$ cat src/sv/nrsp_mul.sv
`default_nettype none
module nrsp_mul (
  input  wire logic        clk,
  input  wire logic [31:0] a,
  input  wire logic [31:0] b,
  output logic [63:0]      p_r
);

  // registered unsigned product
  always_ff @(posedge clk) begin
    p_r <= 64'(a) * 64'(b);
  end

endmodule
`default_nettype wire

$ cat config.mk
export PLATFORM = sky130hd
export DESIGN_NAME = nrsp_mul
export DESIGN_NICKNAME = d
export VERILOG_FILES = /design/src/sv/nrsp_mul.sv
export SDC_FILE = /design/constraint.sdc
export NUM_CORES = 2
export LEC_CHECK = 0
export BUFFER_PORTS_ARGS = -buffer_cell sky130_fd_sc_hd__buf_2
export CELL_PAD_IN_SITES_DETAIL_PLACEMENT = 0
export CELL_PAD_IN_SITES_GLOBAL_PLACEMENT = 1
export CORE_MARGIN = 1.5
export CORE_UTILIZATION = 52
export DETAILED_ROUTE_END_ITERATION = 7
export PLACE_DENSITY_LB_ADDON = 0.1
export SLEW_MARGIN = 20
export SYNTH_ARGS = -nofsm -noshare
export SYNTH_HDL_FRONTEND = slang
export SYNTH_SLANG_ARGS = --single-unit
$ cat constraint.sdc
create_clock -name clk -period 11 [get_ports clk]
set_input_delay 2.2 -clock clk [delete_from_list [all_inputs] [get_ports clk]]
set_output_delay 2.2 -clock clk [all_outputs]
set_load 0.03 [all_outputs]
; After elaboration in Yosys (flattened, before gate mapping)
; Index checks and enable logic that the tools add are counted.
[word_totals]
reg_bits = 64
in_bits = 65
wordCells = 2
[op_classes]
mul = 1
[op_table]
columns = op, count
row1 = multiplier 32 x 32 -> 64 bit, 1

; Depth between registers and ports, before layout
[depth]
word_depth = 1
mapped_depth = 29
ltp_nobuf = 27

; Worst setup path after synthesis
; No wires, ideal clock.
[synth_timing]
path_type = input-to-reg
startpoint = in a[25]
endpoint = reg p_r[62]
setup_time_ns = 0.072
arrival_ns = 8.881
t_required_ns = 10.928
setup_slack_ns = 2.047
path_stages = 25
n_path_buf = 2
path_cell_list = clkbuf_1 > nand2_1 > fa_1 > inv_1 > fa_1 > inv_1 > fa_1 > inv_1 > fa_1 > fa_1 > fa_1 > fa_1 > inv_1 > fa_1 > inv_1 > ha_1 > buf_2 > nand4_1 > or4_1 > or3_1 > a31oi_1 > a31o_2 > a211oi_1 > o21ai_1 > xor2_1
[synth_between]
elab_chain_len = 1
[synth_lines]
columns = element, line
row1 = start: declaration, 4  ; input wire logic [31:0] a,
row2 = multiplier 32 x 32 -> 64 bit, 11  ; p_r <= 64'(a) * 64'(b);
row3 = end signal: assignment, 11
row4 = end: declaration, 6  ; output logic [63:0] p_r
; No other way between the ends.

; Final worst setup path
[layout_timing]
startpoint = in b[9]
endpoint = reg p_r[62]
[layout_between]
elab_chain_len = 1
[layout_lines]
columns = element, line
row1 = start: declaration, 5  ; input wire logic [31:0] b,
row2 = multiplier 32 x 32 -> 64 bit, 11
; No other way between the ends.

==> results.json <==
{
  "whs_ns": 2.508,
  "fillers": 6124,
  "core.rowCount": 94,
  "dp_hpwl_mm": 78.93,
  "startpoint_type": "input pin",
  "rsz0062_at_grt": "no",
  "antenna_left": 0,
  "cts_resized": 0,
  "worst_slew_pin_slew_ns": 0.9689,
  "synth_cell_types": 57,
  "wl_mm": 98.68,
  "setup-violations-final": 0,
  "dieHeight_um": 261.2,
  "grt_max_degree": 33,
  "finalSetupTns_ns": 0,
  "cp_cell_sequence": "buf_2 > and2_1 > fa_1 > fa_1 > inv_1 > fa_1 > fa_1 > inv_1 > fa_1 > fa_1 > fa_1 > inv_1 > fa_1 > inv_1 > ha_1 > nand4_1 > or4_1 > or3_1 > a31oi_1 > a31o_2 > a211oi_1 > o21ai_1 > xor2_1",
  "drt_pass1_iterations": 5,
  "synth.area.top_cells": "fa_1 (52%), and2_1 (11%), ha_1 (9.5%)",
  "synth.avg_cell_area_um2": 9.252,
  "io_buffers": 128,
  "die_w_um": 261.2,
  "end_kind": "register",
  "crit_required_ns": 11.28,
  "drtIter0Drc": 1422,
  "io-pin-count": 129,
  "cts_buffers": 9,
  "initial_core_util_pct": 52.65,
  "synth_seq_cells": 64,
  "area_delta_synth_final_pct": 3.767,
  "max_stage_delay_ns": 0.63,
  "cts_sinks": 64,
  "netlist.top_cell.by_area": "fa_1",
  "dieArea_um2": 68240,
  "routedWlPerCell_um": 21.68,
  "antenna_found_initial": 4,
  "reg_top3": "p_r x64",
  "finalNetCount": 4905,
  "finalMaxSlewViolations": 0,
  "netlist_area_um2": 34680,
  "async_reset_ff_share_pct": 0,
  "timing.fmax_mhz": 100.7,
  "outcome": "finished, final reports clean",
  "synth_top_flop_cell": "dfxtp_1",
  "drive_above_1_share_pct": 4.721,
  "synth_top_area_share_pct": 51.73,
  "min-delay-start": "b[0]",
  "grt_pass1_vias": 28420,
  "crit_top_cell": "fa_1",
  "hold_path_class": "input pin to register",
  "grt.total_usage_pct": 30.74,
  "core-area_um2": 65860,
  "min_period_over_period_pct": 90.29,
  "finalHoldViolCount": 0,
  "crit_fanout": 32,
  "synthTopCellsByCount": "fa_1 (896), inv_1 (865), and2_1 (602), nand2_1 (480), ha_1 (263)",
  "critPathKind": "input pin to register",
  "path_clk_slew_ns": 0.06,
  "holdBufCountCts": 0,
  "vias_per_cell": 5.433,
  "gp_congestion": 0.8983,
  "clockBufferDepth": 2,
  "critPathSlowestCell": "buf_2",
  "h-tree-depth": 3,
  "route.detailed.drc": 0,
  "maxCapViolCount": 0,
  "yosysMostFrequentCell": "fa_1",
  "largest-register": "p_r",
  "grt_pass1_wl_mm": 158.6,
  "via_count": 24730,
  "slew_headroom_pct": 35.41,
  "ys_warn_count": 0,
  "fin_crit_ns": 9.931,
  "largest_reg_flops": 64,
  "min_to": "p_r[0]",
  "syn_nets": 4972,
  "root_buffer": "clkbuf_16",
  "cts_setup_buffers": 0,
  "grt_overflow": 0,
  "whs_path_depth": 2,
  "cts_tree": "done",
  "yosysSeqAreaShare_pct": 3.695,
  "synth_edf_count": 0,
  "worst_ep_arrival_time_ns": 10.21,
  "synth_cells": 3748
}
==> metrics by stage <==
stage / utilization, % / instances / worst slack [ns] / area [um^2]
6_report: 54.63 / 4552 / 1.069 / 35980
5_1_grt: 54.63 / 4552 / 0.7921 / 35980
4_1_cts: 54.62 / 4550 / 1.116 / 35980
3_5_place_dp: 54.16 / 4534 / 0.7575 / 35670
3_3_place_gp: 54.16 / 4534 / 0.8534 / 35670
2_1_floorplan: - / 3748 / 2.047 / 34680
==> cells by family (layout without fill, tap and decap cells) <==
logic type | after synthesis | in the layout | share of synthesized area, %
DFF | 64 | 64 | 3.695
muxes | 1 | 1 | 0.02887
other | 0 | 2 | 0
xor gates and xnor gates | 60 | 60 | 1.515
AOI/OAI and AO/OA | 202 | 202 | 4.153
buffers and inverters | 1085 | 1023 | 11.77
adders and majority gates | 1159 | 1159 | 61.22
and+or+nand+nor | 1177 | 1177 | 17.62
==> layout make-up <==
cell class,instances,area [um^2],share of cell area [%]
flip-flops and latches,64,1281,3.561
clock inverters,4,51.30,0.1426
multi-input cells,2599,29310,81.47
inverters,865,3247,9.024
repair buffers,142,745.7,2.072
diodes,2,5.005,0.01391
well taps,864,1081,3.004
clock buffers,12,256.5,0.7128
==> layout by cell type (no fill, tap or decap), types with 4 or more instances in the layout <==
master / instances
a21o_1: 40
a21oi_1: 63
a221o_1: 4
a31oi_1: 12
and2_1: 602
and3_1: 14
buf_2: 128
buf_4: 14
clkbuf_16: 9
dfxtp_1: 64
fa_1: 896
ha_1: 263
inv_1: 865
nand2_1: 480
nand3_1: 10
nand4_1: 23
nor2_1: 20
nor3_1: 7
o21a_1: 9
o21ai_0: 21
o21ai_1: 5
o21bai_1: 10
xnor2_1: 35
xor2_1: 25
==> critical path, delay by kind of cell <==
| family | cells | cell delay, ns |
|---|---|---|
| AO/OA/AOI/OAI | 4 | 1.11 |
| buffers and inverters | 5 | 0.85 |
| AND/OR/NAND/NOR | 4 | 1.32 |
| adder cells (fa/ha/maj) | 9 | 4.54 |
| XOR/XNOR | 1 | 0.14 |
==> per-layer routing <==
| layer | vias up | wire length (um) | track usage (%) |
|---|---|---|---|
| li1 | 10710 | - | - |
| met1 | 13140 | 38080 | 37.61 |
| met2 | 691 | 51130 | 54.86 |
| met3 | 199 | 4094 | 2.816 |
| met4 | 2 | 5365 | 14.45 |
| met5 | - | 15 | 0 |
==> how the worst max path moves through the flow <==
| stage | endpoint | cells after the start | slack (ns) | start |
|---|---|---|---|---|
| after floorplan | p_r[62] | 25 | 2.05 | a[25] |
| after global placement | p_r[62] | 23 | 0.85 | b[9] |
| after detailed placement | p_r[62] | 23 | 0.76 | b[9] |
| after CTS | p_r[62] | 23 | 1.12 | b[9] |
| after global routing | p_r[62] | 24 | 0.79 | b[9] |
| final | p_r[62] | 23 | 1.07 | b[9] |
Power is not shown: default switching activity piles up to over one toggle a cycle in this logic, so the estimate is an artifact.
