## config.mk

```make
export PLATFORM = sky130hd
export DESIGN_NAME = nrsp_sqrt
export DESIGN_NICKNAME = d
export VERILOG_FILES = /design/src/sv/nrsp_sqrt.sv
export SDC_FILE = /design/constraint.sdc
export NUM_CORES = 1
export LEC_CHECK = 0
export BUFFER_PORTS_ARGS = -buffer_cell sky130_fd_sc_hd__clkbuf_2
export CORE_MARGIN = 4
export CORE_UTILIZATION = 49
export DETAILED_ROUTE_END_ITERATION = 10
export PLACE_DENSITY_LB_ADDON = 0.15
export SETUP_SLACK_MARGIN = 0.05
export SYNTH_ARGS = -nofsm -noshare
export SYNTH_HDL_FRONTEND = slang
export SYNTH_SLANG_ARGS = --single-unit
```

## constraint.sdc

```tcl
create_clock -name clk -period 5.9 [get_ports clk]
set_input_delay 1.18 -clock clk [delete_from_list [all_inputs] [get_ports clk]]
set_output_delay 1.18 -clock clk [all_outputs]
set_load 0.005 [all_outputs]
```

## src/sv/nrsp_sqrt.sv

```systemverilog
`default_nettype none
module nrsp_sqrt (
  input  wire logic        clk,
  input  wire logic        rst_n,
  input  wire logic        start,
  input  wire logic [63:0] val,
  output logic             done_r,
  output logic [31:0]      root
);

  logic [63:0] rem_r;
  logic [63:0] res_r;
  logic [63:0] bit_r;
  logic [4:0]  cnt_r;
  logic        busy_r;
  logic [63:0] trial;

  assign trial = res_r + bit_r;
  assign root  = res_r[31:0];

  // control: 32 digit steps
  always_ff @(posedge clk) begin
    if (!rst_n) begin
      busy_r <= 1'b0;
      done_r <= 1'b0;
      cnt_r  <= '0;
    end else begin
      done_r <= 1'b0;
      if (start) begin
        busy_r <= 1'b1;
        cnt_r  <= '0;
      end else if (busy_r) begin
        cnt_r <= cnt_r + 5'd1;
        if (cnt_r == 5'd31) begin
          busy_r <= 1'b0;
          done_r <= 1'b1;
        end
      end
    end
  end

  // one result bit per cycle
  always_ff @(posedge clk) begin
    if (start) begin
      rem_r <= val;
      res_r <= '0;
      bit_r <= 64'h4000_0000_0000_0000;
    end else if (busy_r) begin
      if (rem_r >= trial) begin
        rem_r <= rem_r - trial;
        res_r <= (res_r >> 1) + bit_r;
      end else begin
        res_r <= res_r >> 1;
      end
      bit_r <= bit_r >> 2;
    end
  end

endmodule
`default_nettype wire

```

Word level (Yosys, flattened, before mapping)
Cells that the tools add are included.
{ "word_totals": {"out_inout_bits": 33, "input_bits": 67, "register_bits": 167} }
{ "op_classes": {"mux": 8, "n_eq_ne": 1, "reduce_logical": 5, "n_addsub": 4, "order_cmp": 1, "bitwise_logic": 2} }
{ "ops": {"columns": ["cell", "count"], "rows": [
  ["64-bit 2-to-1 mux", 4],
  ["63-bit by 63-bit adder with 64-bit output", 1],
  ["64-bit by 63-bit adder with 64-bit output", 1],
  ["64-bit >= comparator", 1],
  ["64-bit subtractor", 1],
  ["5-bit by 1-bit adder with 5-bit output (second input constant)", 1],
  ["5-bit equality test (second input constant)", 1],
  ["1-bit 2-to-1 mux", 4],
  ["2-bit nonzero test", 2],
  ["3-bit OR reduction", 1],
  ["1-bit inverter", 2],
  ["2-bit AND reduction", 1],
  ["2-bit OR reduction", 1]
]} }

Depth between registers and ports, before layout
Gate-level depths: netlist of the first run.
{ "depth": {"ltp_word": 5, "ltp_mapped": 26, "ltp_nobuf": 23} }

Worst setup path after synthesis of the first run
No wires, ideal clock.
{ "synth_timing": {"path_type": "register to register", "startpoint": "register res_r[2]", "endpoint": "register rem_r[0] (enable)", "stages_incl_launch_ff": 22, "slack_ns": -0.329, "synth_period_minus_slack_ns": 6.229, "required_ns": 5.210, "setup_time_ns": 0.690, "arrival_ns": 5.539, "path_cell_list": "dfxtp_1 -> ha_1 -> a31o_2 -> a31oi_4 -> o21ai_2 -> a311oi_2 -> o31ai_2 -> a311o_1 -> nand2_1 -> and4bb_1 -> o41ai_2 -> xor2_1 -> ha_1 -> a21o_1 -> a21o_1 -> a21oi_1 -> o21ai_0 -> a221oi_2 -> nand2_1 -> buf_2 -> nand2_1 -> nand2_1"} }
{ "synth_via": {"elab_chain_len": 4} }
{ "synth_rtl": {"columns": ["element", "line_no", "rtl"], "rows": [
  ["start: declaration", "12", "logic [63:0] res_r;"],
  ["start signal: assignment", "51", "res_r <= (res_r >> 1) + bit_r;"],
  ["start signal: assignment", "53", "res_r <= res_r >> 1;"],
  ["64-bit by 63-bit adder with 64-bit output", "18", "assign trial = res_r + bit_r;"],
  ["64-bit >= comparator", "49", "if (rem_r >= trial) begin"],
  ["2-bit nonzero test (no source line)", null, null],
  ["2-bit AND reduction (no source line)", null, null],
  ["end signal: assignment", "45", "rem_r <= val;"],
  ["end signal: assignment", "50", "rem_r <= rem_r - trial;"],
  ["end: declaration", "11", "logic [63:0] rem_r;"]
]} }
Every way passes these cells.
A chain may end at the register's enable or synchronous reset.

Worst setup path in the final report of the first run
{ "layout_timing": {"startpoint": "register bit_r[2]", "endpoint": "register res_r[3]"} }
{ "layout_via": {"elab_chain_len": 3, "elab_cells_between_ends": 4, "classes_between": "2 x add/sub; 1 x order compare; 1 x mux"} }
{ "layout_rtl": {"columns": ["element", "line_no", "rtl"], "rows": [
  ["start: declaration", "13", "logic [63:0] bit_r;"],
  ["start signal: assignment", "55", "bit_r <= bit_r >> 2;"],
  ["64-bit by 63-bit adder with 64-bit output", "18", null],
  ["64-bit >= comparator", "49", null],
  ["64-bit 2-to-1 mux (*)", "49", null]
]} }
Every way passes the cells marked *; elsewhere a longest branch is shown, timed or not.

==> impl_results.md, run 1 <==
* First-pass GRT wire length at 75800 µm
* Dpl hpwl at about 36000 µm
* Status: completed
* Startpoint Class: register
* Share of cells above drive strength 1 at 0.125
* Critical path peak fanout at 28
* Maximum clock frequency at approximately 0.18 GHz
* RSZ-0062 raised after global routing: no
* Synthesized area at 15800 µm²
* Min Tclk post-route at around 5.6 ns
* Pleak at 6.75 nW
* CTS Buffer Depth at 2
* Sequential Power Share at 0.264
* Synthesized area per cell at 7.84 µm²
* Hold Crit Class: register to register
* Crit path required time at between 6 and 7 ns
* Residual DRC at 0
* Fin Setup TNS at 0 ns
* DR pass1 iterations at 5
* Nets at around 2200
* Initial DRC Count at about 1100
* Crit-path leading delay family: compound AO/OA/AOI/OAI gates
* Total Die Area at 35300 µm²
* Area Growth Syn to Fin at 9.12%
* Main synth FF type: dfxtp_1
* Slew of the pin with the lowest slew margin at around 0.94 ns
* Seq cells post-synth at around 170
* Die height at 188 µm
* FILL cells at 3071
* Ys async rst share at 0
* Wire per inst at ~19 µm
* Clk_lat worst skew at around 0.46 ns
* Syn Inst Count at between 2000 and 2500
* Area contributors post-synth: dfxtp_1 (13%), edfxtp_1 (12%), ha_1 (10%)
* Slew HR at 0.372
* WP buf/inv at 3
* Vias/cell at 6.19
* Post-synth EDFFs at 64
* WHS Endpoint: cnt_r[4]
* Worst setup path class: register to register
* Gr usage total at 0.261
* CP max-delay cell: o211ai_1
* Vias at between 15000 and 20000
* Final Cell Area at approximately 17000 µm²
* Clock transition at path regs at 0.07 ns
* Core area at about 32000 µm²
* Min-Delay Path Depth at 2
* Distinct cells, synth at 86
* Synth top cells by count: nand2_1 (254), nor2_1 (206), o21ai_0 (156)
* Root buf cell: clkbuf_16
* Die Span X at 188 µm
* Max Slew Vio Count at 0
* Post-route ant nets at 0
* Placed inst area at 16500 µm²
* Io pins at 100
* Int Power at about 0.0036 W
* Clk_skew at 0.0119 ns
* Reg2Reg Depth at 20
* Switching power share of the total at 0.445
* Gpl congestion at between 0.9 and 1
* Initial antenna violation count at 0
* Synth top area share at 0.130
* Final Hold Fails at 0
* Max-Cap Viols at 0
* Vias in the first global route at roughly 14000
* CTS tree: yes
* CTS Sinks at between 150 and 200
* Min-delay src: cnt_r[4]
* Starting density of the core at 0.499
* Cell with the most instances after synthesis: nand2_1
* Worst reg2reg setup slack at about 0.34 ns
* Final count of negative-setup-slack endpoints at 0
* Synth warn at 0
* Total Wirelength at 47700 µm
* Post-route clock period utilization at 0.942
* Maximum vdd drop at between 200 and 250 µV
* Reg2reg start: bit_r[2]
* Seq/Total Area, Yosys at 0.252
* Num CTS Buffers at 17
* NetSw at 0.00287 W
* Hold_buf cts at 0
* Grt ovf at 0
* IO Port Bufs at around 100
* H-tree Lvls at 4
* Critical Path Max Stage Delay at ~0.50 ns
* Worst setup EP type: register
* Crit path cell chain: ha_1, a31o_2, a31oi_4, o21ai_2, a311oi_4, o31ai_4, a31oi_1, o211ai_1, a41oi_1, buf_4, xor2_1, ha_1, nand4_1, nor3_4, a221oi_2, buf_4, and2_4, clkbuf_16, or3_1, a311oi_1
* Comb pwr share at 0.549
* FP Rows at 65
* Diode count at 0
* Yosys top cell by area: dfxtp_1
* CP arrival at between 5 and 6 ns
* Largest net degree at the start of global routing at a little under 90
* Clock power frac at 0.188
* RR Endpoint: res_r[3]
* Mapped Nets at roughly 2200
* Pwr/cell area at roughly 370 nW/µm²
-- cells in the final DEF, fill, tap and decap left out, types with 19 or more instances in the layout --
| cell type | count |
|---|---|
| a21o_1 | 55 |
| nand2_1 | 253 |
| nand3_1 | 30 |
| a211oi_1 | 22 |
| o21bai_1 | 37 |
| a311oi_1 | 36 |
| a31oi_1 | 61 |
| dfxtp_1 | 102 |
| nand4_1 | 37 |
| inv_1 | 34 |
| ha_1 | 128 |
| edfxtp_1 | 64 |
| xnor2_1 | 83 |
| clkbuf_2 | 98 |
| clkbuf_16 | 19 |
| nor2_1 | 205 |
| xor2_1 | 66 |
| nor3_1 | 19 |
| a21oi_1 | 134 |
| o21ai_0 | 154 |
| a31o_2 | 21 |
| buf_4 | 42 |
| or3_1 | 24 |
| mux2i_1 | 44 |
-- state kept, by name, summed over array words and instances, names as in the netlist --
signal / flops
res_r: 64
cnt_r: 5
done_r: 1
bit_r: 32
busy_r: 1
rem_r: 64
-- power by group through the flow --
stage | Combinational (W) | Clock [W] | Sequential [W]
floorplan | 0.00262 | 0 | 0.00163
global placement | 0.00334 | 0 | 0.00172
detailed placement | 0.00338 | 0 | 0.00171
CTS | 0.00339 | 0.00123 | 0.00170
global route | 0.00389 | 0.00127 | 0.00173
finish | 0.00354 | 0.00121 | 0.00170
-- tightest hold or removal path: stages, from the launching register on --
cell	delay [ns]
dfxtp_1	0.34
mux2i_1	0.07
nor2_1	0.08
-- metal layers --
| layer | global-route usage | vias up | routed length [µm] |
|---|---|---|---|
| li1 | - | 7501 | - |
| met1 | 0.366 | 7156 | 22300 |
| met2 | 0.422 | 492 | 21700 |
| met3 | 0.0400 | 56 | 2900 |
| met4 | 0.0658 | 0 | 861 |
| met5 | 0 | - | 0 |
-- cell type report --
class / count / area (µm²) / area share
Tap cell: 402 / 503 / 0.0291
Clock buffer: 18 / 450 / 0.0261
Multi-Input combinational cell: 1674 / 11100 / 0.644
Sequential cell: 167 / 3990 / 0.231
Inverter: 35 / 131 / 0.00760
Clock inverter: 14 / 158 / 0.00912
Timing Repair Buffer: 146 / 913 / 0.0529
-- how the worst max path moves through the flow --
stage | startpoint | to | slack [ns] | cells past startpoint
floorplan | res_r[2] | rem_r[0] | 0.30 | 21
finish | bit_r[2] | res_r[3] | 0.34 | 20
CTS | res_r[0] | res_r[41] | 0.06 | 21
detailed placement | res_r[0] | res_r[43] | 0.12 | 21
global placement | res_r[0] | res_r[5] | 0.31 | 21
global route | res_r[24] | res_r[5] | 0.05 | 22
-- cell families after synthesis --
| logic type | synth area share |
|---|---|
| AOI/OAI and AO/OA | 0.287 |
| xor gates and xnor gates | 0.0824 |
| adders and majority gates | 0.106 |
| buffers and inverters | 0.0521 |
| DFF | 0.252 |
| muxes | 0.0328 |
| and+or+nand+nor | 0.188 |
-- repair_timing --
action	4_1_cts	5_1_grt
gates resized for setup	0	27
hold endpoints to repair	0	0
setup buffers	0	3
endpoints found under the setup margin	0	139
-- through the flow --
| step | power, W | cells | hold WS, ns | setup WS (ns) | util |
|---|---|---|---|---|---|
| floorplan | 0.00424 | 2021 | 0.467 | 0.302 | - |
| global placement | 0.00506 | 2420 | 0.485 | 0.309 | 0.521 |
| detailed placement | 0.00509 | 2420 | 0.508 | 0.116 | 0.521 |
| CTS | 0.00632 | 2452 | 0.525 | 0.0640 | 0.540 |
| global route | 0.00690 | 2456 | 0.552 | 0.0473 | 0.545 |
| finish | 0.00645 | 2456 | 0.517 | 0.341 | 0.545 |
Note: power is estimated with default switching activity, not from simulation.
==> run 2: changes to the inputs <==
- CTS_BUF_LIST: not set -> sky130_fd_sc_hd__clkbuf_4 sky130_fd_sc_hd__clkbuf_8
==> run 2 against run 1 <==
  * First-iteration DRC count is 10% higher
  * Total power is 4.3% lower
  * Routed wire length is 0.13% lower
  * Worst setup slack worse by 0.026 ns
  * Combinational power hardly changed
==> impl_results.md, run 2 (synthesized netlist as in run 1, its figures left out) <==
* Min-Delay Path Depth at 2 (unchanged)
* Die height at 188 µm (unchanged)
* Post-route clock period utilization at 0.947 (+0.00444)
* DP Worst Slack at 0.116 ns (unchanged)
* Hold_buf cts at 0 (unchanged)
* Pleak at 6.67 nW (-1.3%)
* Diode count at 0 (unchanged)
* Gr busiest metal: met2
* Min-delay src: cnt_r[4]
* Total Die Area at 35300 µm² (unchanged)
* Clk_lat worst skew at 0.52 ns (+0.06 ns)
* Final Hold Fails at 0 (unchanged)
* CTS tree: yes
* Vias at 15200 (-0.12%)
* Startpoint Class: register
* Residual DRC at 0 (unchanged)
* Share of cells above drive strength 1 at 0.124 (-0.000974)
* Wire per inst at 19.4 µm (-0.13%)
* Area Growth Syn to Fin at 7.89%
* Crit path required time at 6.33 ns (+0.07 ns)
* DR pass1 iterations at 6 (+1)
* Largest net degree at the start of global routing at 88 (unchanged)
* RR Endpoint: res_r[41]
* Root buf cell: clkbuf_8
* Commonest non-fill, non-tap cell in the layout: nand2_1
* Nets at 2241 (unchanged)
* Clk_skew at 0.0157 ns (+0.00381 ns)
* Min Tclk post-route at 5.59 ns (+0.0262 ns)
* Num CTS Buffers at 17 (unchanged)
* Gpl congestion at 0.980 (unchanged)
* WHS at 0.523 ns (+0.00579 ns)
* Biggest registers after layout: rem_r (64), res_r (64), bit_r (32)
* Initial antenna violation count at 0 (unchanged)
* GRT met2 Usage at 0.421 (-0.000976)
* Power Total at 0.00618 W (-4.3%)
* Maximum vdd drop at 188 µV (-14%)
* FP Rows at 65 (unchanged)
* Reg2reg start: bit_r[2]
* Die Span X at 188 µm (unchanged)
* Worst reg2reg setup slack at 0.31 ns (-0.03 ns)
* Post-layout util at 0.539 (-0.00615)
* Dpl hpwl at 36200 µm (unchanged)
* Worst setup EP type: register
* Total Wirelength at 47700 µm (-0.13%)
* RSZ-0062 raised after global routing: yes
* Final count of negative-setup-slack endpoints at 0 (unchanged)
* Status: completed
* Hold Crit Class: register to register
* GR Layer Usage met3 at 0.0449 (+0.00484)
* Pwr/cell area at 362 nW/µm² (-3.2%)
* Max Slew Vio Count at 0 (unchanged)
* Clock transition at path regs at 0.11 ns (+0.04 ns)
* Gr usage total at 0.261 (-0.000265)
* Post-route ant nets at 0 (unchanged)
* Fin Setup TNS at 0 ns (unchanged)
* Starting density of the core at 0.499 (unchanged)
* Commonest cells after routing, fill and taps aside: nand2_1 (253), nor2_1 (206), o21ai_0 (154)
* WHS Endpoint: cnt_r[4]
* Critical path peak fanout at 28 (unchanged)
* Slew of the pin with the lowest slew margin at 0.944 ns (+0.00229 ns)
* CTS Sinks at 167 (unchanged)
* IO Port Bufs at 99 (unchanged)
* Core area at 31700 µm² (unchanged)
* Grt ovf at 0 (unchanged)
* CP arrival at 6.01 ns (+0.09 ns)
* Maximum clock frequency at 0.179 GHz (-0.47%)
* Initial DRC Count at 1232 (+10%)
* Met1 usage at 0.366 (about the same)
* Slew HR at 0.371 (-0.00153)
* Vias in the first global route at 14200 (+0.11%)
* First-pass GRT wire length at 75700 µm (-0.14%)
* Final worst slack at 0.314 ns (-0.0262 ns)
* H-tree Lvls at 4 (unchanged)
* Io pins at 100 (unchanged)
* Worst setup path class: register to register
* CTS Buffer Depth at 2 (unchanged)
* Vias/cell at 6.18 (-0.12%)
* Max-Cap Viols at 0 (unchanged)
* Reg2Reg Depth at 21 (+5.0%)
==> run 2: worst max-delay path by stage <==
stage / from / to / slack, ns
after floorplan: res_r[2] / rem_r[0] / 0.30
after global placement: res_r[0] / res_r[5] / 0.31
after CTS: res_r[0] / res_r[41] / 0.06
final: bit_r[2] / res_r[41] / 0.31
after detailed placement: res_r[0] / res_r[43] / 0.12
after global routing: bit_r[30] / res_r[5] / 0.03
==> run 2: per-layer routing <==
layer / vias to the layer above / part of all wire
met2: 501 / 0.45
met1: 7135 / 0.47
met3: 60 / 0.062
met5: - / 0
met4: 0 / 0.017
li1: 7490 / -
==> run 2: critical path, cell delays in order (launching register included) <==
cell and delay [ns]:
dfxtp_1 0.41, ha_1 0.29, a31o_2 0.29, a31oi_4 0.22, o21ai_2 0.14, a311oi_4 0.41
nor2_1 0.07, nor2_1 0.32, o41a_1 0.30, a211oi_2 0.12, a31oi_1 0.21, xor2_1 0.11
ha_1 0.42, nand4_1 0.21, or3_4 0.45, nor3_4 0.23, a221oi_2 0.08, buf_4 0.17
and2_4 0.19, clkbuf_16 0.21, or3_1 0.36, a311oi_1 0.28
==> run 2: cell type report <==
cell class,count,area [µm²]
multi-input combinational,1674,11100
clock inverter,15,188
inverter,35,131
fill,3102,14600
clock buffer,17,234
tap,402,503
sequential,167,3990
timing repair buffer,146,913
==> run 2: power by group <==
part / internal, W / total [W] / switching (W)
logic: 0.00142 / 0.00353 / 0.00212
clock network: 0.000428 / 0.000940 / 0.000512
registers: 0.00151 / 0.00170 / 0.000195
==> run 2: timing repair <==
item                       CTS  global route
setup buffers                0             3
gates resized for setup      0            25
setup endpoints to repair    0           140
==> run 2: stage by stage <==
step | std cells | instance area (µm²)
detailed placement | 2420 | 16500
floorplan | 2021 | 15800
global placement | 2420 | 16500
finish | 2456 | 17100
CTS | 2452 | 16900
global route | 2456 | 17100
==> run 3: changes to the inputs <==
- ABC_AREA: not set -> 1
==> run 3 against run 2 <==
  * First-iteration DRC count is 69% higher
  * Clock power about the same
  * Synthesized cell count rose by 79%
  * Register-to-register slack improved by 0.31 ns
  * Via count rose by 51%
  * Critical path type unchanged
  * Critical endpoint is now res_r[53]
  * Largest cell class unchanged
==> impl_results.md, run 3 <==
* Die Span X at 212 µm (+13%)
* Synthesized area per cell at 5.64 µm² (-28%)
* Min Tclk post-route at 5.28 ns (-0.307 ns)
* Gpl congestion at 1.02 (+4.0%)
* Max Slew Vio Count at 0 (unchanged)
* Non-filler cells, final at 4181 (+70%)
* Mapped Nets at 3808 (+71%)
* Biggest registers after layout: rem_r (64), res_r (64), bit_r (32)
* Maximum clock frequency at 0.189 GHz (+5.8%)
* Commonest non-fill, non-tap cell in the layout: nand2_1
* Nets at 3836 (+71%)
* Worst setup path class: register to register
* Hold Crit Class: register to register
* Diode count at 0 (unchanged)
* Largest net degree at the start of global routing at 100 (+14%)
* Maximum vdd drop at 352 µV (+88%)
* Seq cells post-synth at 167 (unchanged)
* First-pass GRT wire length at 120000 µm (+58%)
* Post-Synth XOR/XNOR Area at 0.0422 (-0.0402)
* Num CTS Buffers at 17 (unchanged)
* DP Worst Slack at 0.760 ns (+0.645 ns)
* Initial DRC Count at 2086 (+69%)
* Post-route ant nets at 0 (unchanged)
* Ys async rst share at 0 (unchanged)
* Post-route clock period utilization at 0.895 (-0.0520)
* Vias/cell at 5.49 (-11%)
* Pleak at 9.87 nW (+48%)
* FILL cells at 4642 (+50%)
* CTS Sinks at 167 (unchanged)
* Die height at 212 µm (+13%)
* Fin Setup TNS at 0 ns (unchanged)
* Startpoint Class: register
* CTS resizes at 0 (unchanged)
* Post-layout util at 0.525 (-0.0135)
* Area Growth Syn to Fin at 5.57%
* CTS tree: yes
* Vias at 23000 (+51%)
* Synth warn at 0 (unchanged)
* CP arrival at 5.74 ns (-0.27 ns)
* H-tree Lvls at 4 (unchanged)
* Clk_skew at 0.0317 ns (+0.0161 ns)
* Core area at 40900 µm² (+29%)
* Largest family of logic cells by synthesized area: simple AND/OR/NAND/NOR gates
* Residual DRC at 0 (unchanged)
* Worst setup EP type: register
* Placed insts at 4149 (+71%)
* Crit path required time at 6.36 ns (+0.03 ns)
* Pwr/cell area at 460 nW/µm² (+27%)
* Wire per inst at 18.8 µm (-3.3%)
* Max-Cap Viols at 0 (unchanged)
* Syn Inst Count at 3608 (+79%)
* Slew HR at 0.227 (-0.144)
* IO Port Bufs at 99 (unchanged)
* Commonest cells after routing, fill and taps aside: nand2_1 (1212), inv_1 (502), nor2_1 (445)
* Area contributors post-synth: nand2_1 (22%), dfxtp_1 (10%), edfxtp_1 (9.4%)
* Mux contribution to synthesized area at 0 (-0.0328)
* DR pass1 iterations at 8 (+2)
* Final worst slack at 0.621 ns (+0.307 ns)
* Vias in the first global route at 21500 (+51%)
* Status: completed
* Main synth FF type: dfxtp_1
* Setup bufs post-CTS at 0 (unchanged)
* Share of cells above drive strength 1 at 0.0573 (-0.0669)
* Gr usage total at 0.347 (+0.0869)
* Simple-gate share of the synthesized area at 0.426 (+0.237)
* Post-synth EDFFs at 64 (unchanged)
* Compound-Gate Fraction of Synth Area at 0.128 (-0.159)
* RSZ-0062 raised after global routing: no
* Clk_lat worst skew at 0.62 ns (+0.10 ns)
* Initial antenna violation count at 0 (unchanged)
* Cell with the most instances after synthesis: nand2_1
* Total Wirelength at 78500 µm (+65%)
* Yosys top cell by area: nand2_1
* Seq/Total Area, Yosys at 0.196 (-0.0559)
* Root buf cell: clkbuf_8
* Io pins at 100 (unchanged)
* Total Die Area at 44900 µm² (+27%)
* Synthesized area at 20400 µm² (+29%)
* Clock transition at path regs at 0.12 ns (about the same)
* Starting density of the core at 0.497 (-0.00188)
* Dpl hpwl at 63700 µm (+76%)
* Synth top area share at 0.224 (+0.0935)
* Synth top cells by count: nand2_1 (1213), inv_1 (502), nor2_1 (445)
* Grt ovf at 0 (unchanged)
* Synth Area in Adders at 0.0821 (-0.0234)
* Slew of the pin with the lowest slew margin at 1.16 ns (+0.215 ns)
* Final Hold Fails at 0 (unchanged)
* Hold_buf cts at 0 (unchanged)
* FP Rows at 74 (+14%)
* Distinct cells, synth at 48 (-44%)
* Critical path peak fanout at 64 (+130%)
* CTS Buffer Depth at 2 (unchanged)
* Final count of negative-setup-slack endpoints at 0 (unchanged)
[run 3: changes by cell type after synthesis, moves of 44 or more]
cell | before | now
nor2_1 | 206 | 445
clkbuf_1 | 93 | 41
a31oi_1 | 63 | 11
inv_1 | 34 | 502
mux2i_1 | 44 | 0
a21oi_1 | 135 | 216
nand3_1 | 30 | 300
nand2_1 | 254 | 1213
[run 3: layer usage]
| layer | vias to the layer above | share of wire | track usage | routed length (µm) |
|---|---|---|---|---|
| li1 | 11500 | - | - | - |
| met1 | 10400 | 0.43 | 0.452 | 33600 |
| met2 | 823 | 0.45 | 0.566 | 35500 |
| met3 | 190 | 0.065 | 0.0511 | 5070 |
| met4 | 0 | 0.055 | 0.169 | 4300 |
| met5 | - | 0 | 0 | 0 |
[run 3: final timing paths]
check | to | depth (start not counted) | slack, ns | start
setup reg to reg | res_r[53] | 24 | 0.62 | res_r[4]
hold reg to reg | cnt_r[4] | 2 | 0.48 | cnt_r[4]
hold / removal | cnt_r[4] | 2 | 0.48 | cnt_r[4]
setup / recovery | res_r[53] | 24 | 0.62 | res_r[4]
[run 3: worst max-delay path: stages (launching register included)]
cell	delay, ns
dfxtp_1	0.51
ha_1	0.36
nand2_1	0.14
o21ai_0	0.14
nor2_1	0.40
nor2_1	0.07
or2_2	0.33
nand2_1	0.07
nand2_1	0.13
nand3_1	0.11
nand2_1	0.14
xnor2_1	0.18
ha_1	0.38
nand2_1	0.14
nor2_2	0.13
nand3_1	0.12
nor2_2	0.17
nand4_1	0.20
nand3_2	0.17
nand2_2	0.09
nand2_4	0.07
buf_4	0.67
nand3_1	0.20
nand2_1	0.13
a21oi_1	0.06
[run 3: logic make-up after synthesis]
logic type,after synthesis
flops,167
compound gates,478
xor+xnor,98
buf+inv,624
simple gates,2108
fa+ha+maj,133
[run 3: through the flow]
step                      total power, W  hold WS, ns  area, µm²
final                            0.00989        0.485      21500
after global routing              0.0108        0.509      21500
after CTS                        0.00976        0.485      21500
after detailed placement         0.00880        0.470      21100
after global placement           0.00880        0.462      21100
after floorplan                  0.00697        0.445      20400
[run 3: area by class of cell]
cell class | count | area (µm²) | area share
Multi-Input combinational cell | 2817 | 13800 | 0.642
Tap cell | 532 | 666 | 0.0310
Sequential cell | 167 | 3990 | 0.186
Clock inverter | 14 | 158 | 0.00734
Clock buffer | 18 | 248 | 0.0115
Inverter | 506 | 1900 | 0.0884
Timing Repair Buffer | 127 | 733 | 0.0341
[run 3: report_power, final]
part | total [W] | leakage, nW | switching (W) | internal (W)
clock network | 0.000937 | 0.209 | 0.000571 | 0.000366
logic | 0.00687 | 8.18 | 0.00457 | 0.00230
registers | 0.00208 | 1.48 | 0.000416 | 0.00167
total | 0.00989 | 9.87 | 0.00556 | 0.00433
