## src/sv/nrsp_pkg.sv

```systemverilog
`default_nettype none
package nrsp_pkg;

  // fixed-point one in Q16.16
  localparam logic [16:0] ONE_Q16 = 17'h10000;

  // configuration register indexes
  typedef enum logic [2:0] {
    REG_ORIGIN_X = 3'd0,
    REG_ORIGIN_Y = 3'd1,
    REG_ORIGIN_Z = 3'd2,
    REG_AIM_X    = 3'd3,
    REG_AIM_Y    = 3'd4,
    REG_AIM_Z    = 3'd5,
    REG_RADIUS   = 3'd6,
    REG_REACH    = 3'd7
  } cfg_reg_t;

  // sequencer states
  typedef enum logic [3:0] {
    S_IDLE, S_MUL, S_ACC, S_PROJ, S_SQST, S_SQW, S_DVST, S_DVW, S_ITEM, S_OCHK, S_FIN
  } state_t;

  // what the shared multiplier is working on
  typedef enum logic [2:0] {
    J_AIM, J_O2, J_PJ, J_B2, J_R2
  } job_t;

  // magnitude of a 33-bit signed value
  function automatic logic [32:0] mag33(input logic [32:0] v);
    mag33 = v[32] ? 33'(~v + 33'd1) : v;
  endfunction

  // magnitude of a 36-bit signed value
  function automatic logic [35:0] mag36(input logic [35:0] v);
    mag36 = v[35] ? 36'(~v + 36'd1) : v;
  endfunction

endpackage
`default_nettype wire

```

## src/sv/nrsp_div.sv

```systemverilog
`default_nettype none
module nrsp_div (
  input  wire logic        clk,
  input  wire logic        rst_n,
  input  wire logic        start,
  input  wire logic [31:0] num,
  input  wire logic [31:0] den,
  output logic             done_r,
  output logic [16:0]      quo
);

  logic [31:0] rem_r;
  logic [31:0] den_r;
  logic [15:0] q_r;
  logic        zero_r;
  logic        ovf_r;
  logic [3:0]  cnt_r;
  logic        busy_r;
  logic [32:0] rem2;

  assign rem2 = {rem_r, 1'b0};
  assign quo  = zero_r ? 17'd0 : (ovf_r ? nrsp_pkg::ONE_Q16 : {1'b0, q_r});

  // control: 16 quotient bits
  always_ff @(posedge clk) begin
    if (!rst_n) begin
      busy_r <= 1'b0;
      done_r <= 1'b0;
      cnt_r  <= '0;
    end else begin
      done_r <= 1'b0;
      if (start) begin
        busy_r <= 1'b1;
        cnt_r  <= '0;
      end else if (busy_r) begin
        cnt_r <= cnt_r + 4'd1;
        if (cnt_r == 4'd15) begin
          busy_r <= 1'b0;
          done_r <= 1'b1;
        end
      end
    end
  end

  // restoring division, one bit per cycle
  always_ff @(posedge clk) begin
    if (start) begin
      rem_r  <= num;
      den_r  <= den;
      q_r    <= '0;
      zero_r <= (den == 32'd0);
      ovf_r  <= (num >= den);
    end else if (busy_r) begin
      if (rem2 >= {1'b0, den_r}) begin
        rem_r <= 32'(rem2 - {1'b0, den_r});
        q_r   <= {q_r[14:0], 1'b1};
      end else begin
        rem_r <= rem2[31:0];
        q_r   <= {q_r[14:0], 1'b0};
      end
    end
  end

endmodule
`default_nettype wire

```

## config.mk

```make
export PLATFORM = sky130hd
export DESIGN_NAME = nrsp_div
export DESIGN_NICKNAME = d
export VERILOG_FILES = /design/src/sv/nrsp_pkg.sv /design/src/sv/nrsp_div.sv
export SDC_FILE = /design/constraint.sdc
export NUM_CORES = 1
export LEC_CHECK = 0
export BUFFER_PORTS_ARGS = -buffer_cell sky130_fd_sc_hd__buf_2
export CAP_MARGIN = 20
export CORE_AREA = 2 2 138 194
export DETAILED_ROUTE_END_ITERATION = 10
export DIE_AREA = 0 0 140 196
export GPL_TIMING_DRIVEN = 0
export SLEW_MARGIN = 10
export SYNTH_ARGS = -nofsm -noshare
export SYNTH_HDL_FRONTEND = slang
export SYNTH_SLANG_ARGS = --single-unit
```

## constraint.sdc

```tcl
create_clock -name clk -period 5.07 [get_ports clk]
set_clock_uncertainty 0.2 [all_clocks]
set_input_delay 1.014 -clock clk [delete_from_list [all_inputs] [get_ports clk]]
set_output_delay 1.014 -clock clk [all_outputs]
set_load 0.05 [all_outputs]
```

* After elaboration in Yosys (flattened, before gate mapping) *
Cells that the tools add are included.

operators by class
  eq/ne operators = 1
  add/sub/neg operators = 2
  multipliers = 0
  reductions and logical operators = 4
  bitwise operators = 2
  muxes and demuxes = 10
  shift operators = 0
  div/mod/pow operators = 0
  order comparisons = 2

operators by type and width
  operator               count
  $mux W32               3
  $mux W17               2
  $ge A33 B32 Y1         1
  $ge A32 B32 Y1         1
  $logic_not A32 Y1      1
  $sub A32 B32 Y32       1
  $mux W1                5
  $add A4 B1 Y4 const B  1
  $eq A4 B4 Y1 const B   1
  $reduce_or A3 Y1       1
  $not A1 Y1             2
  $reduce_bool A2 Y1     1
  $reduce_or A2 Y1       1

word-level totals
  bits in latches = 0
  register bits after elaboration = 88
  output and inout bits = 18
  ROM bits = 0
  memories = 0
  memory bits (writable) = 0
  bits of input ports = 67
  logic and storage cells = 29

* Logic depth before layout (Yosys ltp) *
Gate-level depths: netlist of run 1.

  depth in word-level cells = 4
  depth in mapped cells = 12
  gate-level depth less buffers = 11

* Least setup slack after synthesis of run 1 *
Ideal clock, no wire load.

  path type = register -> register
  from = register den_r[0]
  to = register rem_r[28] (data pin)
  setup slack = 1.925 ns
  arrival time = 2.685 ns
  cell stages (with the launch flop) = 11
  buffers on the path = 0
  data required time = 4.610 ns
  period minus slack after synthesis = 3.145 ns
  setup time = 0.260 ns
  path through = edfxtp_1 -> fa_1 -> and2b_1 -> o31ai_1 -> a21boi_2 -> a311oi_2 -> o41a_2 -> mux2i_1 -> o311a_1 -> mux2_2 -> mux2_2

between the ends
  cells in the longest elaborated chain, start to end = 4
  elaborated cells on any way between the ends = 5
  classes of those cells = add/sub (1); order compare (1); mux (3)

ends and longest elaborated chain
  what                                                line                            RTL
  start, declared                                     nrsp_div.sv:13                  logic [31:0] den_r;
  start signal, assigned                              nrsp_div.sv:49                  den_r <= den;
  $sub A32 B32 Y32 or $ge A33 B32 Y1 (tied branches)  nrsp_div.sv:55, nrsp_div.sv:54
  $mux W32 (*)                                        nrsp_div.sv:54                  if (rem2 >= {1'b0, den_r}) begin
  $mux W32 (*)                                        nrsp_div.sv:53                  end else if (busy_r) begin
  $mux W32 (*)                                        nrsp_div.sv:47                  if (start) begin
  end signal, assigned                                nrsp_div.sv:48                  rem_r <= num;
  end signal, assigned                                nrsp_div.sv:55                  rem_r <= 32'(rem2 - {1'b0, den_r});
  end signal, assigned                                nrsp_div.sv:58                  rem_r <= rem2[31:0];
  end, declared                                       nrsp_div.sv:12                  logic [31:0] rem_r;

Every way passes the cells marked *; elsewhere a longest branch is shown, timed or not. The select of a mux whose other input is x is not followed.
A chain may end at the register's enable or synchronous reset.

* Worst setup path after layout of run 1 *
  from = register rem_r[8]
  to = register rem_r[27] (data pin)

between the ends
  cells in the longest elaborated chain, start to end = 4
  elaborated cells on any way between the ends = 5
  classes of those cells = add/sub (1); order compare (1); mux (3)

ends and longest elaborated chain
  what                                                line
  $sub A32 B32 Y32 or $ge A33 B32 Y1 (tied branches)  nrsp_div.sv:55, nrsp_div.sv:54
  $mux W32 (*)                                        nrsp_div.sv:54
  $mux W32 (*)                                        nrsp_div.sv:53
  $mux W32 (*)                                        nrsp_div.sv:47

Marked as above.

==> report_table.html, run 1 <==
<table>
<tr><th>Metric</th><th>Value</th></tr>
<tr><th colspan="2">Critical path</th></tr>
<tr><td>Setup crit start kind</td><td>flip-flop</td></tr>
<tr><td>Most frequent cell on the critical path</td><td>mux2_2</td></tr>
<tr><td>Crit end category</td><td>flip-flop</td></tr>
<tr><td>Critical path peak fanout</td><td>7</td></tr>
<tr><td>Max stage delay on crit path</td><td>about 550 ps</td></tr>
<tr><td>Crit path max-delay cell type</td><td>o31ai_1</td></tr>
<tr><td>Critical Path RT</td><td>4980 ps</td></tr>
<tr><td>CP Data Arrival Time</td><td>3630 ps</td></tr>
<tr><td>R2R depth</td><td>10</td></tr>
<tr><td>Critical path start-end classification</td><td>reg -&gt; reg</td></tr>
<tr><td>Ordered cell list for the critical path</td><td>ha_1, and2_1, nand3_1, a311oi_1, o31ai_2, o31ai_1, a41oi_2, xnor2_1, mux2_2, mux2_2</td></tr>
<tr><th colspan="2">Status</th></tr>
<tr><td>Status</td><td>finished, violations left</td></tr>
<tr><td>Violated checks</td><td>DRC</td></tr>
<tr><th colspan="2">Route</th></tr>
<tr><td>Count of vias placed by the detailed router</td><td>5,097</td></tr>
<tr><td>Number of iterations in the first detailed-routing pass</td><td>7</td></tr>
<tr><td>Initial DRC Count</td><td>210</td></tr>
<tr><td># DRC</td><td>5</td></tr>
<tr><td>Post-DRT Antenna Nets</td><td>0</td></tr>
<tr><td>Routed wire length</td><td>roughly 17,000 um</td></tr>
<tr><td>Average wire per cell in the routed design</td><td>around 16 um</td></tr>
<tr><td>Detail-routed via count per cell</td><td>between 4 and 5</td></tr>
<tr><th colspan="2">Yosys</th></tr>
<tr><td>Top post-synthesis cells by area</td><td>edfxtp_1, ha_1, dfxtp_1, mux2i_1, inv_1</td></tr>
<tr><td>Distinct cell type count after synthesis</td><td>59</td></tr>
<tr><td>Leading register cell type out of synthesis</td><td>edfxtp_1</td></tr>
<tr><td>Synth warnings</td><td>0</td></tr>
<tr><td>Fraction of synthesized cell area taken by the top area cell type</td><td>between 30% and 40%</td></tr>
<tr><td>Most repeated cell in the gate-level netlist after synthesis</td><td>inv_1</td></tr>
<tr><td>Number of instances in the synthesized netlist</td><td>between 600 and 700</td></tr>
<tr><td>Cell area after technology mapping</td><td>around 6300 um^2</td></tr>
<tr><td>Fraction of registers with async set/reset</td><td>0%</td></tr>
<tr><td>Number of nets produced by synthesis</td><td>between 700 and 800</td></tr>
<tr><td>Seq/Total Area, Yosys</td><td>between 30% and 40%</td></tr>
<tr><td>Yosys reg bits</td><td>~90</td></tr>
<tr><td>Per-instance average area after synthesis</td><td>roughly 9.6 um^2</td></tr>
<tr><td>Number of enable flip-flop cells after synthesis</td><td>66</td></tr>
<tr><td>Most numerous cell types in the synthesized netlist</td><td>inv_1, edfxtp_1, ha_1</td></tr>
<tr><td>Post-synth top area cell</td><td>edfxtp_1</td></tr>
<tr><th colspan="2">GRT</th></tr>
<tr><td>Initial antenna violation count</td><td>0</td></tr>
<tr><td>Maximum number of pins on one net before global-route repair</td><td>36</td></tr>
<tr><td>Global Route Usage Sum</td><td>12.5%</td></tr>
<tr><td>Total gr overflow</td><td>0</td></tr>
<tr><td>Number of global-route vias before repair</td><td>5,386</td></tr>
<tr><td>First-pass GRT wire length</td><td>27,400 um</td></tr>
<tr><th colspan="2">Final layout</th></tr>
<tr><td>Number of fillers in the final layout</td><td>2,710</td></tr>
<tr><td>Net count of the finished layout</td><td>about 890</td></tr>
<tr><td>Footprint of the multi-input gates</td><td>3550 um^2</td></tr>
<tr><td>Share of layout cells above drive strength 1</td><td>16.9%</td></tr>
<tr><td>Total inserted antenna cells</td><td>0</td></tr>
<tr><td>Non-filler instance count after layout</td><td>roughly 1,100</td></tr>
<tr><td>Layout Area Growth over Synthesis</td><td>17.7%</td></tr>
<tr><td>Register Area</td><td>2420 um^2</td></tr>
<tr><th colspan="2">Clock network</th></tr>
<tr><td>Post_cts resized</td><td>0</td></tr>
<tr><td>Cell at the root of the clock tree</td><td>clkbuf_16</td></tr>
<tr><td>CTS tree</td><td>built</td></tr>
<tr><td>Cts bufs inserted</td><td>9</td></tr>
<tr><td>Clock Sinks</td><td>88</td></tr>
<tr><td>Setup bufs post-CTS</td><td>0</td></tr>
<tr><td>Later-pin clock latency in the skew report</td><td>350 ps</td></tr>
<tr><td>Clk pin slew, worst setup/hold paths</td><td>70 ps</td></tr>
<tr><td>Cts-stage hold buffer count</td><td>0</td></tr>
<tr><td>CTS HTree Levels</td><td>3</td></tr>
<tr><td>Maximum count of clock buffers along a single path</td><td>2</td></tr>
<tr><th colspan="2">Power</th></tr>
<tr><td>Share of total power in combinational logic</td><td>50.6%</td></tr>
<tr><td>Power per Cell Area</td><td>454 nW/um^2</td></tr>
<tr><td>Cell Int Power</td><td>approximately 0.0020 W</td></tr>
<tr><td>Switching portion of total power</td><td>roughly two fifths</td></tr>
<tr><td>Power dissipated by switching net loads</td><td>0.00134 W</td></tr>
<tr><td>Reported leakage power</td><td>3.34 nW</td></tr>
<tr><td>Clock power frac</td><td>19.7%</td></tr>
<tr><td>Worst VDD drop</td><td>between 200 and 250 uV</td></tr>
<tr><td>Sequential power share</td><td>29.7%</td></tr>
<tr><th colspan="2">Timing</th></tr>
<tr><td>Final setup violation count</td><td>0</td></tr>
<tr><td>Count of final max-slew check failures</td><td>0</td></tr>
<tr><td>Setup repair after global routing missed its margin</td><td>no</td></tr>
<tr><td>Number of hold violations in the final report</td><td>0</td></tr>
<tr><td>Setup TNS</td><td>0 ps</td></tr>
<tr><td>Crit share post-route</td><td>between 70% and 80%</td></tr>
<tr><td>Headroom to the max-slew limit</td><td>between 30 and 40%</td></tr>
<tr><td>Slew at the pin with the worst max-slew slack</td><td>between 900 and 1000 ps</td></tr>
<tr><td>F_max</td><td>0.269 GHz</td></tr>
<tr><td>Min Clock Period, post-route</td><td>between 3000 and 4000 ps</td></tr>
<tr><th colspan="2">Die</th></tr>
<tr><td>Cell Rows</td><td>70</td></tr>
<tr><td>Initial core utilization</td><td>24.5%</td></tr>
<tr><td>Core region area</td><td>25,800 um^2</td></tr>
<tr><td>DIE WIDTH</td><td>140 um</td></tr>
<tr><td>Floorplan die height</td><td>196 um</td></tr>
<tr><td>Top-Level Pins</td><td>85</td></tr>
<tr><td>Die footprint</td><td>about 27,000 um^2</td></tr>
<tr><th colspan="2">Placed design</th></tr>
<tr><td>Number of cells in the design after placement</td><td>between 1,000 and 1,500</td></tr>
<tr><td>Global placer's final weighted congestion</td><td>0.836</td></tr>
<tr><td>Buffers added on ports</td><td>84</td></tr>
<tr><td>Sum of net half-perimeters after detailed placement</td><td>13,600 um</td></tr>
<tr><th colspan="2">Run</th></tr>
<tr><td>Max_cap viols</td><td>0</td></tr>
<tr><th colspan="2">Hold path</th></tr>
<tr><td>Hold Path Depth</td><td>2</td></tr>
<tr><td>Kind of path behind the tightest hold check</td><td>reg -&gt; reg</td></tr>
</table>
==> cell type report <==
cell class / instances / area share, %
clock inverters: 7 / 0.957
clock buffers: 9 / 3.02
well taps: 324 / 5.44
multi-input cells: 481 / 47.7
plain buffers: 21 / 1.38
flip-flops and latches: 88 / 32.5
repair buffers: 84 / 5.64
inverters: 68 / 3.42
==> power groups by stage <==
stage	Clock, W	Combinational (W)	Sequential, W
6_report	0.000667	0.00171	0.00101
5_1_grt	0.000698	0.00191	0.00102
4_1_cts	0.000675	0.00171	0.00101
3_5_place_dp	0	0.00170	0.00102
3_3_place_gp	0	0.00169	0.00102
2_1_floorplan	0	0.00134	0.000998
==> registers in the layout, indices dropped and copies added, names as in the netlist <==
| signal | flops |
|---|---|
| busy_r | 1 |
| q_r | 16 |
| den_r | 32 |
| cnt_r | 4 |
| rem_r | 32 |
| ovf_r | 1 |
| zero_r | 1 |
| done_r | 1 |
==> critical path, delay by kind of cell (launching register included) <==
kind                       cells  cell delay [ps]
AOI/OAI and AO/OA              4             1420
xor gates and xnor gates       1              150
adders and majority gates      1              440
DFF                            1              400
muxes                          2              510
and+or+nand+nor                2              350
==> metal layers <==
metal	wire length, um	GRT usage (%)	vias up
li1	-	-	2549
met1	6700	13.4	2433
met2	9070	24.4	91
met3	607	2.03	24
met4	429	4.64	0
met5	0	0	-
==> cell usage in the layout, fill, tap and decap left out, types with 11 or more instances in the layout <==
cell type   n
a21o_1     17
a21oi_1    32
and2_1     19
buf_2      85
clkbuf_1   14
dfxtp_1    22
edfxtp_1   66
ha_1       65
inv_1      68
mux2i_1    41
nand2_1    52
nand4_1    11
nor2_1     43
o21ai_0    46
xnor2_1    19
xor2_1     12
==> cell families (layout without fill, tap and decap cells) <==
logic type                 Yosys count  count (layout)  share of synthesized area [%]
and+or+nand+nor                    184             184                           14.3
AOI/OAI and AO/OA                  152             152                           16.6
buffers and inverters               89             189                           5.65
DFF                                 88              88                           38.2
adders and majority gates           66              66                           13.2
muxes                               48              48                           7.72
xor gates and xnor gates            31              31                           4.29
==> final timing paths <==
kind                         startpoint             endpoint  slack, ps
setup / recovery     rem_r[8]$_DFFE_PP_  rem_r[27]$_DFFE_PP_       1350
hold / removal    cnt_r[3]$_SDFFE_PP0P_    done_r$_SDFF_PP0_        280
setup reg to reg     rem_r[8]$_DFFE_PP_  rem_r[27]$_DFFE_PP_       1350
hold reg to reg   cnt_r[3]$_SDFFE_PP0P_    done_r$_SDFF_PP0_        280
==> metrics by stage <==
stage	hold WS (ps)	power (W)	instance area, um^2	setup WS (ps)	utilization (%)
after floorplan	239	0.00234	6330	1920	-
after global placement	266	0.00270	7160	1090	27.7
after detailed placement	267	0.00273	7160	1070	27.7
after CTS	279	0.00339	7460	1370	28.9
after global routing	303	0.00363	7460	1180	28.9
final	280	0.00339	7460	1350	28.9
(Power assumes the default switching activity.)
==> run 2, diff against run 1 <==
- clock period: 5.07 -> 3 ns (I/O delays scaled with it)
==> run 2 against run 1 <==
  * The run ends with DRC, setup timing left
  * Non-clock buffer count rose by 24
  * Clock-buffer cell count unchanged
  * Core utilization rose by 2.3 points
  * Global-route usage rose by 0.50 points
  * Fmax increased by 14%
  * Worst setup slack worse by 1600 ps
  * Via count is 2.8% higher
  * First-iteration DRC count unchanged
  * Final area grew 8.0%
  * Flip-flop and latch count is the same
  * Sequential power grew 70%
  * Sequential share of layout area down 2.4 points
  * Critical path type unchanged
  * Largest cell class unchanged
==> report_table.html, run 2 (synthesis gave the netlist of run 1 again) <==
<table>
<tr><th>Metric</th><th>Value</th></tr>
<tr><th colspan="2">Clock network</th></tr>
<tr><td>Cell at the root of the clock tree</td><td>clkbuf_16</td></tr>
<tr><td>Clock Sinks</td><td>a little under 90</td></tr>
<tr><td>CTS tree</td><td>built</td></tr>
<tr><td>Cts-stage hold buffer count</td><td>0</td></tr>
<tr><td>Cts bufs inserted</td><td>9</td></tr>
<tr><td>Clk pin slew, worst setup/hold paths</td><td>70 ps</td></tr>
<tr><td>CTS HTree Levels</td><td>3</td></tr>
<tr><td>Maximum count of clock buffers along a single path</td><td>2</td></tr>
<tr><td>Later-pin clock latency in the skew report</td><td>360 ps</td></tr>
<tr><th colspan="2">Timing</th></tr>
<tr><td>Number of hold violations in the final report</td><td>0</td></tr>
<tr><td>Post-Route Hold Slack</td><td>around 240 ps</td></tr>
<tr><td>Headroom to the max-slew limit</td><td>43.1%</td></tr>
<tr><td>F_max</td><td>0.307 GHz</td></tr>
<tr><td>Slew at the pin with the worst max-slew slack</td><td>between 800 and 900 ps</td></tr>
<tr><td>Count of final max-slew check failures</td><td>0</td></tr>
<tr><td>Crit share post-route</td><td>109%</td></tr>
<tr><td>Final setup violation count</td><td>31</td></tr>
<tr><td>Setup repair after global routing missed its margin</td><td>yes</td></tr>
<tr><td>Min Clock Period, post-route</td><td>3260 ps</td></tr>
<tr><td>Final WS setup</td><td>-256 ps</td></tr>
<tr><th colspan="2">Die</th></tr>
<tr><td>DIE WIDTH</td><td>140 um</td></tr>
<tr><td>Core region area</td><td>25,800 um^2</td></tr>
<tr><td>Cell Rows</td><td>70</td></tr>
<tr><td>Floorplan die height</td><td>196 um</td></tr>
<tr><td>Die footprint</td><td>27,400 um^2</td></tr>
<tr><td>Top-Level Pins</td><td>85</td></tr>
<tr><td>Initial core utilization</td><td>24.5%</td></tr>
<tr><th colspan="2">Critical path</th></tr>
<tr><td>Critical path start-end classification</td><td>reg -&gt; reg</td></tr>
<tr><td>FF-to-FF Start</td><td>rem_r[0]$_DFFE_PP_</td></tr>
<tr><td>Crit end category</td><td>flip-flop</td></tr>
<tr><td>Setup crit start kind</td><td>flip-flop</td></tr>
<tr><td>Crit path max-delay cell type</td><td>edfxtp_1</td></tr>
<tr><td>CP Data Arrival Time</td><td>about 3200 ps</td></tr>
<tr><td>Reg-to-Reg End</td><td>rem_r[27]$_DFFE_PP_</td></tr>
<tr><td>Buffers &amp; Inverters on Critical Path</td><td>1</td></tr>
<tr><td>Critical Path RT</td><td>2910 ps</td></tr>
<tr><td>Cell class contributing the biggest share of worst-path delay</td><td>compound AO/OA/AOI/OAI gates</td></tr>
<tr><td>Max stage delay on crit path</td><td>420 ps</td></tr>
<tr><td>Reg-to-reg setup timing slack</td><td>-260 ps</td></tr>
<tr><td>Most frequent cell on the critical path</td><td>o31ai_4</td></tr>
<tr><td>R2R depth</td><td>11</td></tr>
<tr><td>Critical path peak fanout</td><td>3</td></tr>
<tr><td>Ordered cell list for the critical path</td><td>ha_1, nor2b_4, o31ai_4, buf_4, a311oi_4, o31ai_4, o31ai_4, a41oi_2, xnor2_1, mux2_2, mux2_2</td></tr>
<tr><th colspan="2">Placed design</th></tr>
<tr><td>Sum of net half-perimeters after detailed placement</td><td>13,500 um</td></tr>
<tr><td>Global placer's final weighted congestion</td><td>0.799</td></tr>
<tr><td>Worst setup slack after placement</td><td>-643 ps</td></tr>
<tr><td>Number of cells in the design after placement</td><td>1,066</td></tr>
<tr><td>Buffers added on ports</td><td>84</td></tr>
<tr><th colspan="2">GRT</th></tr>
<tr><td>First-pass GRT wire length</td><td>28,000 um</td></tr>
<tr><td>Total gr overflow</td><td>0</td></tr>
<tr><td>Initial antenna violation count</td><td>0</td></tr>
<tr><td>Maximum number of pins on one net before global-route repair</td><td>36</td></tr>
<tr><td>Number of global-route vias before repair</td><td>~5,400</td></tr>
<tr><td>Global Route Usage Sum</td><td>about 13%</td></tr>
<tr><th colspan="2">Hold path</th></tr>
<tr><td>Hold Path Depth</td><td>1</td></tr>
<tr><td>Kind of path behind the tightest hold check</td><td>in -&gt; reg</td></tr>
<tr><td>Min-Delay Startpoint</td><td>den[3]</td></tr>
<tr><td>End point of the worst hold path</td><td>den_r[3]$_DFFE_PP_</td></tr>
<tr><th colspan="2">Route</th></tr>
<tr><td>Count of vias placed by the detailed router</td><td>5,239</td></tr>
<tr><td>Routed wire length</td><td>17,600 um</td></tr>
<tr><td># DRC</td><td>3</td></tr>
<tr><td>Detail-routed via count per cell</td><td>4.74</td></tr>
<tr><td>Average wire per cell in the routed design</td><td>16.0 um</td></tr>
<tr><td>Initial DRC Count</td><td>210</td></tr>
<tr><td>Number of iterations in the first detailed-routing pass</td><td>8</td></tr>
<tr><td>Post-DRT Antenna Nets</td><td>0</td></tr>
<tr><th colspan="2">Power</th></tr>
<tr><td>Sequential power share</td><td>between 20% and 30%</td></tr>
<tr><td>Cell Int Power</td><td>about 0.0041 W</td></tr>
<tr><td>Worst VDD drop</td><td>379 uV</td></tr>
<tr><td>Clock power frac</td><td>between 10% and 20%</td></tr>
<tr><td>Power per Cell Area</td><td>833 nW/um^2</td></tr>
<tr><td>Share of total power in combinational logic</td><td>57.5%</td></tr>
<tr><td>Power dissipated by switching net loads</td><td>0.00262 W</td></tr>
<tr><td>Switching portion of total power</td><td>39.0%</td></tr>
<tr><td>Reported leakage power</td><td>3.52 nW</td></tr>
<tr><th colspan="2">Final layout</th></tr>
<tr><td>Layout Area Growth over Synthesis</td><td>27.2%</td></tr>
<tr><td>Total inserted antenna cells</td><td>0</td></tr>
<tr><td>Footprint of the multi-input gates</td><td>3870 um^2</td></tr>
<tr><td>Share of layout cells above drive strength 1</td><td>between 20% and 30%</td></tr>
<tr><td>Commonest non-fill, non-tap cells in the layout</td><td>buf_2, inv_1, edfxtp_1, nand2_1, ha_1</td></tr>
<tr><td>Number of fillers in the final layout</td><td>2,644</td></tr>
<tr><td>Post-layout util</td><td>31.2%</td></tr>
<tr><td>Registers with the highest flip-flop counts</td><td>den_r: 32 flops, rem_r: 32 flops, q_r: 16 flops</td></tr>
<tr><td>Most frequent standard cell in the layout excluding fill and tap cells</td><td>buf_2</td></tr>
<tr><td>Register Area</td><td>approximately 2400 um^2</td></tr>
<tr><td>Non-filler instance count after layout</td><td>1,106</td></tr>
<tr><td>Net count of the finished layout</td><td>910</td></tr>
<tr><th colspan="2">Run</th></tr>
<tr><td>Max_cap viols</td><td>0</td></tr>
<tr><th colspan="2">Status</th></tr>
<tr><td>Violated checks</td><td>DRC, setup timing</td></tr>
<tr><td>Status</td><td>finished, violations left</td></tr>
</table>
==> run 2: cell types whose count changed in the layout (fill, tap and decap cells not counted), moves of 7 or more <==
cell     previous run  this run
buf_4               0        20
ha_1               65        50
ha_2                0         8
ha_4                0         7
o21ai_0            46        22
o21ai_1             0        23
==> run 2: power by group through the flow <==
stage | Sequential [W] | Clock (W) | Combinational, W
2_1_floorplan | 0.00169 | 0 | 0.00230
3_3_place_gp | 0.00172 | 0 | 0.00290
3_5_place_dp | 0.00173 | 0 | 0.00292
4_1_cts | 0.00171 | 0.00115 | 0.00362
5_1_grt | 0.00174 | 0.00120 | 0.00418
6_report | 0.00172 | 0.00114 | 0.00386
==> run 2: worst register-to-register path: cells and delay by family (launching register included) <==
| family | cells | cell delay [ps] |
|---|---|---|
| buffers and inverters | 1 | 170 |
| adder cells (fa/ha/maj) | 1 | 350 |
| multiplexers | 2 | 520 |
| XOR/XNOR | 1 | 90 |
| AND/OR/NAND/NOR | 1 | 150 |
| flip-flops | 1 | 420 |
| AO/OA/AOI/OAI | 5 | 1120 |
==> run 2: final cells by class <==
type | count | share of cell area (%)
Multi-Input combinational cell | 481 | 48.0
Inverter | 68 | 3.17
Tap cell | 324 | 5.03
Timing Repair Buffer | 108 | 8.28
Clock inverter | 7 | 0.886
Sequential cell | 88 | 30.1
Buffer | 21 | 1.72
Clock buffer | 9 | 2.80
==> run 2: repair_timing <==
item,4_1_cts,5_1_grt
setup endpoints to repair,65,33
setup buffers,14,8
pin swaps,15,4
gates cloned,2,0
gates resized for setup,68,23
==> run 2: per-stage QoR <==
stage,total power (W),setup TNS (ps),cell area (um^2)
after floorplan,0.00399,-31.0,6380
after global routing,0.00713,-7690,8050
after global placement,0.00462,-31960,7210
after detailed placement,0.00465,-35310,7210
final,0.00671,-4160,8050
after CTS,0.00649,-4320,7890
==> run 2: routing by layer <==
layer,up-vias,track usage (%),wire length (um)
met1,2524,13.9,6950
met2,91,24.8,9610
li1,2601,-,-
met3,23,2.34,595
met5,-,0,0
met4,0,5.39,492
==> run 2: worst max path at each step <==
stage / slack, ps / depth (start not counted) / to / startpoint
6_report: -260 / 11 / rem_r[27]$_DFFE_PP_ / rem_r[0]$_DFFE_PP_
4_1_cts: -210 / 11 / rem_r[27]$_DFFE_PP_ / rem_r[0]$_DFFE_PP_
3_3_place_gp: -600 / 4 / rem_r[12]$_DFFE_PP_ / start
5_1_grt: -340 / 11 / rem_r[28]$_DFFE_PP_ / rem_r[14]$_DFFE_PP_
3_5_place_dp: -640 / 4 / rem_r[13]$_DFFE_PP_ / start
2_1_floorplan: -30 / 10 / rem_r[28]$_DFFE_PP_ / den_r[0]$_DFFE_PP_
